$ cat config.mk
export PLATFORM = sky130hd
export DESIGN_NAME = stream_cipher_header_decryptor_unit
export DESIGN_NICKNAME = d
export VERILOG_FILES = /design/src/rtl/core/schd_pkg.sv /design/src/rtl/core/stream_cipher_header_decryptor_unit.sv /design/src/rtl/core/schd_step.sv
export SDC_FILE = /design/constraint.sdc
export NUM_CORES = 1
export LEC_CHECK = 0
export BUFFER_PORTS_ARGS = -buffer_cell sky130_fd_sc_hd__buf_2
export CORE_ASPECT_RATIO = 0.8
export CORE_MARGIN = 3
export CORE_UTILIZATION = 61
export CTS_CLUSTER_DIAMETER = 30
export DETAILED_ROUTE_END_ITERATION = 8
export PLACE_DENSITY_LB_ADDON = 0.15
export SLEW_MARGIN = 20
export SYNTH_ARGS = -nofsm -noshare
export SYNTH_HDL_FRONTEND = slang
export SYNTH_SLANG_ARGS = --single-unit
$ cat constraint.sdc
create_clock -name i_clk -period 9.6 [get_ports i_clk]
set_clock_uncertainty 0.15 [all_clocks]
set_input_delay 1.92 -clock i_clk [delete_from_list [all_inputs] [get_ports i_clk]]
set_output_delay 1.92 -clock i_clk [all_outputs]
set_load 0.02 [all_outputs]
$ cat src/rtl/core/schd_pkg.sv
`timescale 1ns / 1ps

package schd_pkg;

    // Result status codes
    typedef enum logic [1:0] {
        ST_PAYLOAD  = 2'd0,
        ST_SHORT    = 2'd1,
        ST_BADMAGIC = 2'd2,
        ST_EMPTY    = 2'd3
    } t_status;

    // Register map, word index (byte address = 4 * index)
    typedef enum logic [1:0] {
        REG_SEED  = 2'd0,
        REG_MULT  = 2'd1,
        REG_INCR  = 2'd2,
        REG_MAGIC = 2'd3
    } t_reg_idx;

    localparam logic [15:0] SEED_RST  = 16'd1124;
    localparam logic [15:0] MULT_RST  = 16'd52845;
    localparam logic [15:0] INCR_RST  = 16'd22719;
    localparam logic [31:0] MAGIC_RST = 32'h4B53_4301; // "KSC" then 1

    localparam logic [3:0] POS_MAGIC   = 4'd4;  // first header byte checked
    localparam logic [3:0] POS_LASTHDR = 4'd7;
    localparam logic [3:0] POS_PAYLOAD = 4'd8;  // saturates here

    typedef struct packed {
        logic [15:0] seed;
        logic [15:0] mult;
        logic [15:0] incr;
        logic [31:0] magic;
    } t_cfg;

    typedef struct packed {
        logic [15:0] key;
        logic [3:0]  pos;
        logic        magic_ok;
        logic        rejected;
    } t_state;

    typedef struct packed {
        logic [7:0] plain;
        t_status    status;
        logic       eof;
    } t_result;

endpackage

$ cat src/rtl/core/stream_cipher_header_decryptor_unit.sv
`timescale 1ns / 1ps

// Header-checking stream decryptor.
// Input stream (s_*): one cipher byte per transaction in s_tdata, s_tlast
//   marks the final byte of a file. Output stream (m_*): m_tdata carries the
//   plain byte, m_tuser the status (payload, file too short, bad magic, empty
//   payload), m_tlast the end of the file's results.
// Bytes 0..3 only advance the key, bytes 4..7 are checked against the magic
//   word, later bytes are decrypted and sent as payload. After a bad magic
//   word the rest of the file is dropped silently.
// Throughput: one byte per cycle while s_tready is high. The whole step (16x16 key multiply-add,
//   XOR, header compare) sits between the state registers and the result
//   register, and the key recurrence closes within that combinational step.
// Each result is registered, into the output register or, while that is full and not draining, into the skid entry.
// Stall: results sit in an output register backed by one skid entry; input
//   keeps flowing until both are full, then s_tready drops.
// Reset (synchronous, active low) restores register defaults and starts a
//   new file; the APB port writes registers, intended only while idle.
module stream_cipher_header_decryptor_unit (
    input  logic        i_clk,
    input  logic        i_rst_n,
    // APB register port
    input  logic        psel,
    input  logic        penable,
    input  logic        pwrite,
    input  logic [3:0]  paddr,
    input  logic [31:0] pwdata,
    output logic [31:0] prdata,
    output logic        pready,
    // input stream
    input  logic        s_tvalid,
    output logic        s_tready,
    input  logic [7:0]  s_tdata,   // [7:0] cipher_byte
    input  logic        s_tlast,   // last_byte
    // output stream
    output logic        m_tvalid,
    input  logic        m_tready,
    output logic [7:0]  m_tdata,   // [7:0] plain_byte
    output logic [1:0]  m_tuser,   // [1:0] status
    output logic        m_tlast    // end_of_file
);
    import schd_pkg::*;

    t_cfg     r_cfg;
    t_state   r_state;
    t_state   n_state;
    logic     w_push;
    t_result  w_result;

    t_result  r_out;
    logic     r_out_valid;
    t_result  r_skid;
    logic     r_skid_valid;

    logic     w_accept;
    logic     w_pop;
    logic     w_cfg_wr;
    t_reg_idx w_idx;

    assign pready   = 1'b1;
    assign w_cfg_wr = psel && penable && pwrite && pready;
    assign w_idx    = t_reg_idx'(paddr[3:2]);

    // ---- configuration registers ----
    always_ff @(posedge i_clk) begin
        if (!i_rst_n) begin
            r_cfg.seed  <= SEED_RST;
            r_cfg.mult  <= MULT_RST;
            r_cfg.incr  <= INCR_RST;
            r_cfg.magic <= MAGIC_RST;
        end else if (w_cfg_wr) begin
            unique case (w_idx)
                REG_SEED:  r_cfg.seed  <= pwdata[15:0];
                REG_MULT:  r_cfg.mult  <= pwdata[15:0];
                REG_INCR:  r_cfg.incr  <= pwdata[15:0];
                REG_MAGIC: r_cfg.magic <= pwdata;
                default: ;
            endcase
        end
    end

    always_comb begin
        unique case (w_idx)
            REG_SEED:  prdata = {16'd0, r_cfg.seed};
            REG_MULT:  prdata = {16'd0, r_cfg.mult};
            REG_INCR:  prdata = {16'd0, r_cfg.incr};
            REG_MAGIC: prdata = r_cfg.magic;
            default:   prdata = '0;
        endcase
    end

    // ---- decrypt step ----
    schd_step u_step (
        .i_cfg    (r_cfg),
        .i_state  (r_state),
        .i_byte   (s_tdata),
        .i_last   (s_tlast),
        .o_state  (n_state),
        .o_push   (w_push),
        .o_result (w_result)
    );

    assign s_tready = !r_skid_valid;
    assign w_accept = s_tvalid && s_tready;
    assign w_pop    = r_out_valid && m_tready;

    always_ff @(posedge i_clk) begin
        if (!i_rst_n) begin
            r_state.key      <= SEED_RST;
            r_state.pos      <= '0;
            r_state.magic_ok <= 1'b1;
            r_state.rejected <= 1'b0;
        end else if (w_accept) begin
            r_state <= n_state;
        end
    end

    // ---- output register plus skid entry ----
    always_ff @(posedge i_clk) begin
        if (!i_rst_n) begin
            r_out_valid  <= 1'b0;
            r_skid_valid <= 1'b0;
        end else if (r_skid_valid) begin
            // input is held off; drain skid into the output register
            if (w_pop) begin
                r_skid_valid <= 1'b0;
            end
        end else if (w_pop || !r_out_valid) begin
            r_out_valid <= w_accept && w_push;
        end else if (w_accept && w_push) begin
            r_skid_valid <= 1'b1;
        end
    end

    always_ff @(posedge i_clk) begin
        if (r_skid_valid) begin
            if (w_pop) begin
                r_out <= r_skid;
            end
        end else if (w_pop || !r_out_valid) begin
            r_out <= w_result;
        end else begin
            r_skid <= w_result;
        end
    end

    assign m_tvalid = r_out_valid;
    assign m_tdata  = r_out.plain;
    assign m_tuser  = r_out.status;
    assign m_tlast  = r_out.eof;

    // ---- assertions ----
    a_skid_behind_out: assert property (@(posedge i_clk) disable iff (!i_rst_n)
        r_skid_valid |-> r_out_valid)
        else $error("skid entry held with empty output register");

    a_skid_drains: assert property (@(posedge i_clk) disable iff (!i_rst_n)
        r_skid_valid && m_tready |=> m_tvalid && !r_skid_valid)
        else $error("skid entry lost on drain");

    a_pos_range: assert property (@(posedge i_clk) disable iff (!i_rst_n)
        r_state.pos <= POS_PAYLOAD)
        else $error("byte position out of range");

    a_last_restarts: assert property (@(posedge i_clk) disable iff (!i_rst_n)
        s_tvalid && s_tready && s_tlast |=> r_state.pos == '0 && !r_state.rejected)
        else $error("file state not restarted after last byte");

    a_reject_consistent: assert property (@(posedge i_clk) disable iff (!i_rst_n)
        r_state.rejected |-> r_state.pos == POS_PAYLOAD && !r_state.magic_ok)
        else $error("rejected file without failed magic");

endmodule

$ cat src/rtl/core/schd_step.sv
`timescale 1ns / 1ps

// One decrypt step: next file state and the optional result for one byte.
module schd_step (
    input  schd_pkg::t_cfg    i_cfg,
    input  schd_pkg::t_state  i_state,
    input  logic [7:0]        i_byte,
    input  logic              i_last,
    output schd_pkg::t_state  o_state,
    output logic              o_push,
    output schd_pkg::t_result o_result
);
    import schd_pkg::*;

    logic [15:0] w_key;
    logic [7:0]  w_plain;
    logic [15:0] w_sum;
    logic [31:0] w_prod;
    logic [15:0] w_key_next;
    logic [7:0]  w_want;
    logic        w_magic_ok;
    t_state      w_restart;

    assign w_key      = (i_state.pos == '0) ? i_cfg.seed : i_state.key;
    assign w_plain    = i_byte ^ w_key[15:8];
    assign w_sum      = {8'd0, i_byte} + w_key;
    assign w_prod     = w_sum * i_cfg.mult;
    assign w_key_next = w_prod[15:0] + i_cfg.incr;

    // header byte 4 compares against the top byte of the magic word
    always_comb begin
        unique case (i_state.pos[1:0])
            2'd0: w_want = i_cfg.magic[31:24];
            2'd1: w_want = i_cfg.magic[23:16];
            2'd2: w_want = i_cfg.magic[15:8];
            2'd3: w_want = i_cfg.magic[7:0];
            default: w_want = i_cfg.magic[7:0];
        endcase
    end

    assign w_magic_ok = i_state.magic_ok && (w_plain == w_want);

    always_comb begin
        w_restart.key      = i_cfg.seed;
        w_restart.pos      = '0;
        w_restart.magic_ok = 1'b1;
        w_restart.rejected = 1'b0;
    end

    always_comb begin
        o_state          = i_state;
        o_state.key      = w_key_next;
        o_push           = 1'b0;
        o_result.plain   = '0;
        o_result.status  = ST_PAYLOAD;
        o_result.eof     = 1'b1;

        priority if (i_state.pos < POS_MAGIC) begin
            o_state.pos = i_state.pos + 4'd1;
            if (i_last) begin
                o_push          = 1'b1;
                o_result.status = ST_SHORT;
                o_state         = w_restart;
            end
        end else if (i_state.pos < POS_PAYLOAD) begin
            o_state.pos      = i_state.pos + 4'd1;
            o_state.magic_ok = w_magic_ok;
            if (i_state.pos == POS_LASTHDR) begin
                if (!w_magic_ok) begin
                    o_push          = 1'b1;
                    o_result.status = ST_BADMAGIC;
                    if (i_last) begin
                        o_state = w_restart;
                    end else begin
                        o_state.rejected = 1'b1;
                    end
                end else if (i_last) begin
                    o_push          = 1'b1;
                    o_result.status = ST_EMPTY;
                    o_state         = w_restart;
                end
            end else if (i_last) begin
                o_push          = 1'b1;
                o_result.status = ST_SHORT;
                o_state         = w_restart;
            end
        end else begin
            o_state.pos = POS_PAYLOAD;
            if (!i_state.rejected) begin
                o_push          = 1'b1;
                o_result.plain  = w_plain;
                o_result.status = ST_PAYLOAD;
                o_result.eof    = i_last;
            end
            if (i_last) begin
                o_state = w_restart;
            end
        end
    end

endmodule
==> results.md <==
- The setup slack of the worst register-to-register path is around 600 ps.
- The final layout contains routed wiring with a total length of slightly below 30000 um.
- The synthesized area divided by synthesized cell count is 8.726 um^2.
- The number of buffers on the longest clock path is 2.
- After global routing the overflow that remains totals 0.
- The type of the most critical hold path is reg2reg.
- The later-pin clock latency in the skew report is 420 ps.
- The critical path's top delay family is adder cells.
- The count of buffers added on input and output ports is 94.
- The synthesized flop and latch total is ~130.
- The final core area utilization is roughly 70%.
- The clock sink count is between 100 and 150.
- The placed wire-length estimate is about 22000 um.
- The total power divided by cell area is ~420 mW/mm^2.
- The maximum clock frequency is about 110 MHz.
- The depth of the worst register-to-register path is 32.
- The final setup TNS is 0 ps.
- The master of the slowest instance on the critical path is sky130_fd_sc_hd__fa_1.
- The startpoint identified for the worst register-to-register timing path is r_state[2].
- The TritonCTS clock tree is built.
- For this run, asynchronously set or reset flops after synthesis account for 0%.
- The number of design rule violations left after detail routing is 0.
- Setup repair after global routing left no endpoint under its margin.
- Sorting the synthesized cells by area gives the leading types as sky130_fd_sc_hd__dfxtp_1, sky130_fd_sc_hd__fa_1, sky130_fd_sc_hd__nand2_1.
- For this run, the leading register cell type out of synthesis is sky130_fd_sc_hd__dfxtp_1.
- The gate count after technology mapping is 1221.
- The most numerous cell in the Yosys netlist is sky130_fd_sc_hd__nand2_1.
- The weighted congestion reported at the end of routability-driven placement is between 0.9 and 1.
- The final net count is 1492.
- The total vias in the final route is about 9000.
- The area of the core is 0.01682 mm^2.
- The initial antenna violation count was 0.
- The count of pins over their slew limit is 0.
- The number of nets in the synthesized netlist is 1432.
- The boundary pin count is between 90 and 100.
- The floorplan step set the die height to between 100 and 150 um.
- The count of final hold-check violations is 0.
- In this run, distinct cell masters in the synthesized netlist total 57.
- The portion of synthesized cell area occupied by the leading cell type is 19.54%.
- The clock period could shrink to about 9100 ps.
- Following the worst setup path forward leads to its endpoint at r_state[21].
- In this design, the stage delay of the slowest critical-path cell is around 570 ps.
- The H-tree was split into 4 levels.
- In this run the worst path has a maximum fanout of 4.
- The number of stages on the worst hold path is 2.
- The ratio of final minimum period to clock period is between 90% and 100%.
- The type of the setup path with the least slack is in2reg.
- The number of rows created at floorplan is 42.
- After clock tree synthesis, the repair step resized 0 gates.
- In the routed layout, each cell is associated on average with a via count of 5.925.
- Counting flops with a built-in enable in the synthesized netlist gives 22.
- The die width is roughly 150 um.
- The largest total area in the synthesized netlist belongs to sky130_fd_sc_hd__dfxtp_1.
- Across the VDD grid, the largest voltage drop is 0.7192 mV.
- The number of global-route vias before repair was roughly 8700.
- Global routing used a little under a third of the available tracks.
- In this run the critical register-to-register path is captured at r_state[21].
- The logic depth of the worst setup path including buffers is 28.
- The worst relative slew slack is 31.33%.
- Setup violations remaining at the end of the flow were counted as 0.
- The netlist area before placement is roughly 0.011 mm^2.
- For this run, the detailed router's first-pass iteration total came to 7.
- The ratio of cells with drive above 1 in the final layout is 14.91%.
- The kind of capture point of the worst setup path is a flip-flop.
- The repair_antennas step left the layout with diodes totalling 0.
- The launching element type of the critical path is an input port.
- The number of buffers and inverters on the critical path is 3.
- The sequential area share after synthesis is approximately a quarter.
- Buffers inserted during clock tree synthesis total 17.
- For this configuration, the core starts out at a cell density of between 60% and 70%.
- The number of max-cap violations is 0.
- The transition time at the pin with the least slew margin is roughly 1000 ps.
- The commonest cells after synthesis are sky130_fd_sc_hd__nand2_1, sky130_fd_sc_hd__inv_1, sky130_fd_sc_hd__dfxtp_1.
- STA puts the critical path data required time at 9700 ps.
- The static power due to leakage is roughly 5.5 nW.
- The growth of design area from synthesis to finish is 11.19%.
- The final antenna-violating net count is 0.
- The CTS root buffer is sky130_fd_sc_hd__clkbuf_16.
- The count of routing violations after the opening detailed-route iteration is approximately 1100.
- The Yosys step of the flow raised 0 warnings.
- The most frequent cell on the critical path is sky130_fd_sc_hd__fa_1.
- The full die area is 0.01910 mm^2.
- Clock-pin slew was measured on the worst setup and hold paths at approximately 60 ps.
- The wire length of the first global-routing pass is approximately 48000 um.
- The run finished with clean final reports.
- The launch point of the critical path is s_tdata[0].
- The routed length per placed instance is between 15 and 20 um.
- The endpoint arrival time on the critical path is slightly above 9000 ps.
- Entering global routing, the biggest net connects 60 pins.
sequential cells by signal, indices dropped and copies added, names as in the netlist:
| register | cells |
|---|---|
| r_skid_valid | 1 |
| r_cfg | 80 |
| r_skid | 11 |
| m_tvalid | 1 |
| m_tuser | 2 |
| r_state | 22 |
| m_tdata | 8 |
| m_tlast | 1 |
stage by stage:
step	area, um^2	setup slack (ps)	power [W]	hold slack [ps]	instances
6_report	11850	464.5	0.005002	317.7	1514
2_1_floorplan	10650	749.8	0.003559	285.7	1221
3_3_place_gp	11250	199.0	0.004286	294.3	1481
3_5_place_dp	11250	77.07	0.004358	310.8	1481
5_1_grt	11850	83.20	0.005549	341.9	1514
4_1_cts	11840	420.2	0.005024	318.7	1513
worst min path at each step:
| stage | startpoint | endpoint | slack [ps] |
|---|---|---|---|
| 2_1_floorplan | r_state[21] | r_state[21] | 290 |
| 3_3_place_gp | r_state[21] | r_state[21] | 290 |
| 3_5_place_dp | r_cfg[18] | r_cfg[18] | 310 |
| 4_1_cts | r_cfg[18] | r_cfg[18] | 320 |
| 5_1_grt | r_cfg[23] | r_cfg[23] | 340 |
| 6_report | r_cfg[18] | r_cfg[18] | 320 |
placed cells by master, fill, tap and decap left out, types with 17 or more instances in the layout:
cell                        Yosys  layout
sky130_fd_sc_hd__and3_1        19      19
sky130_fd_sc_hd__fa_1          95      95
sky130_fd_sc_hd__buf_2          2      94
sky130_fd_sc_hd__a21oi_1       64      64
sky130_fd_sc_hd__dfxtp_1      104     104
sky130_fd_sc_hd__nand3_1       35      35
sky130_fd_sc_hd__nor2_1        25      24
sky130_fd_sc_hd__clkbuf_16      0      17
sky130_fd_sc_hd__inv_1        168     168
sky130_fd_sc_hd__o211ai_1      21      21
sky130_fd_sc_hd__edfxtp_1      22      22
sky130_fd_sc_hd__ha_1          64      64
sky130_fd_sc_hd__xnor2_1       48      48
sky130_fd_sc_hd__and2_1        66      66
sky130_fd_sc_hd__mux2_2        19      19
sky130_fd_sc_hd__o21ai_0       19      19
sky130_fd_sc_hd__nand2_1      266     266
per-layer routing:
layer  part of all wire, %  track usage, %  vias to the layer above  wire [um]
met5                     0               0                        -          0
met4                   2.3           8.515                        0        685
met3                    11           6.437                       68       3248
met2                    44           47.05                      532      13060
met1                    43           47.37                     4325      12780
li1                      -               -                     4045          -
tightest hold or removal path, stage by stage (launching register included):
cell,delay [ps]
sky130_fd_sc_hd__dfxtp_1,320
sky130_fd_sc_hd__nand2_1,50
sky130_fd_sc_hd__a21oi_1,50
what timing repair did:
item	CTS	global route
endpoints found under the hold margin	0	0
endpoints found under the setup margin	0	1
setup buffers	0	1
hold buffers	0	0
power breakdown:
group          leakage, nW  internal (W)  switching [W]
Combinational         4.18       0.00175        0.00202
Sequential            1.06      0.000569      0.0000217
Clock                0.277      0.000386       0.000255
logic make-up (layout without fill, tap and decap cells):
family,Yosys count,count (layout),share of synthesized area [%]
fa+ha+maj,159,159,25.37
buf+inv,238,311,8.549
compound gates,143,143,8.562
xor+xnor,69,69,6.342
other cells,1,1,0.03520
simple gates,436,436,18.63
mux,49,49,6.776
flops,126,126,25.74
area by class of cell:
type                    instances  area, um^2
clock buffers                  17       425.4
clock inverters                15       160.2
fillers                      1373        4970
inverters                     169       635.6
multi-input cells             857        7017
flip-flops and latches        126        2743
well taps                     220       275.3
repair buffers                110       590.6
(Power assumes the default switching activity.)
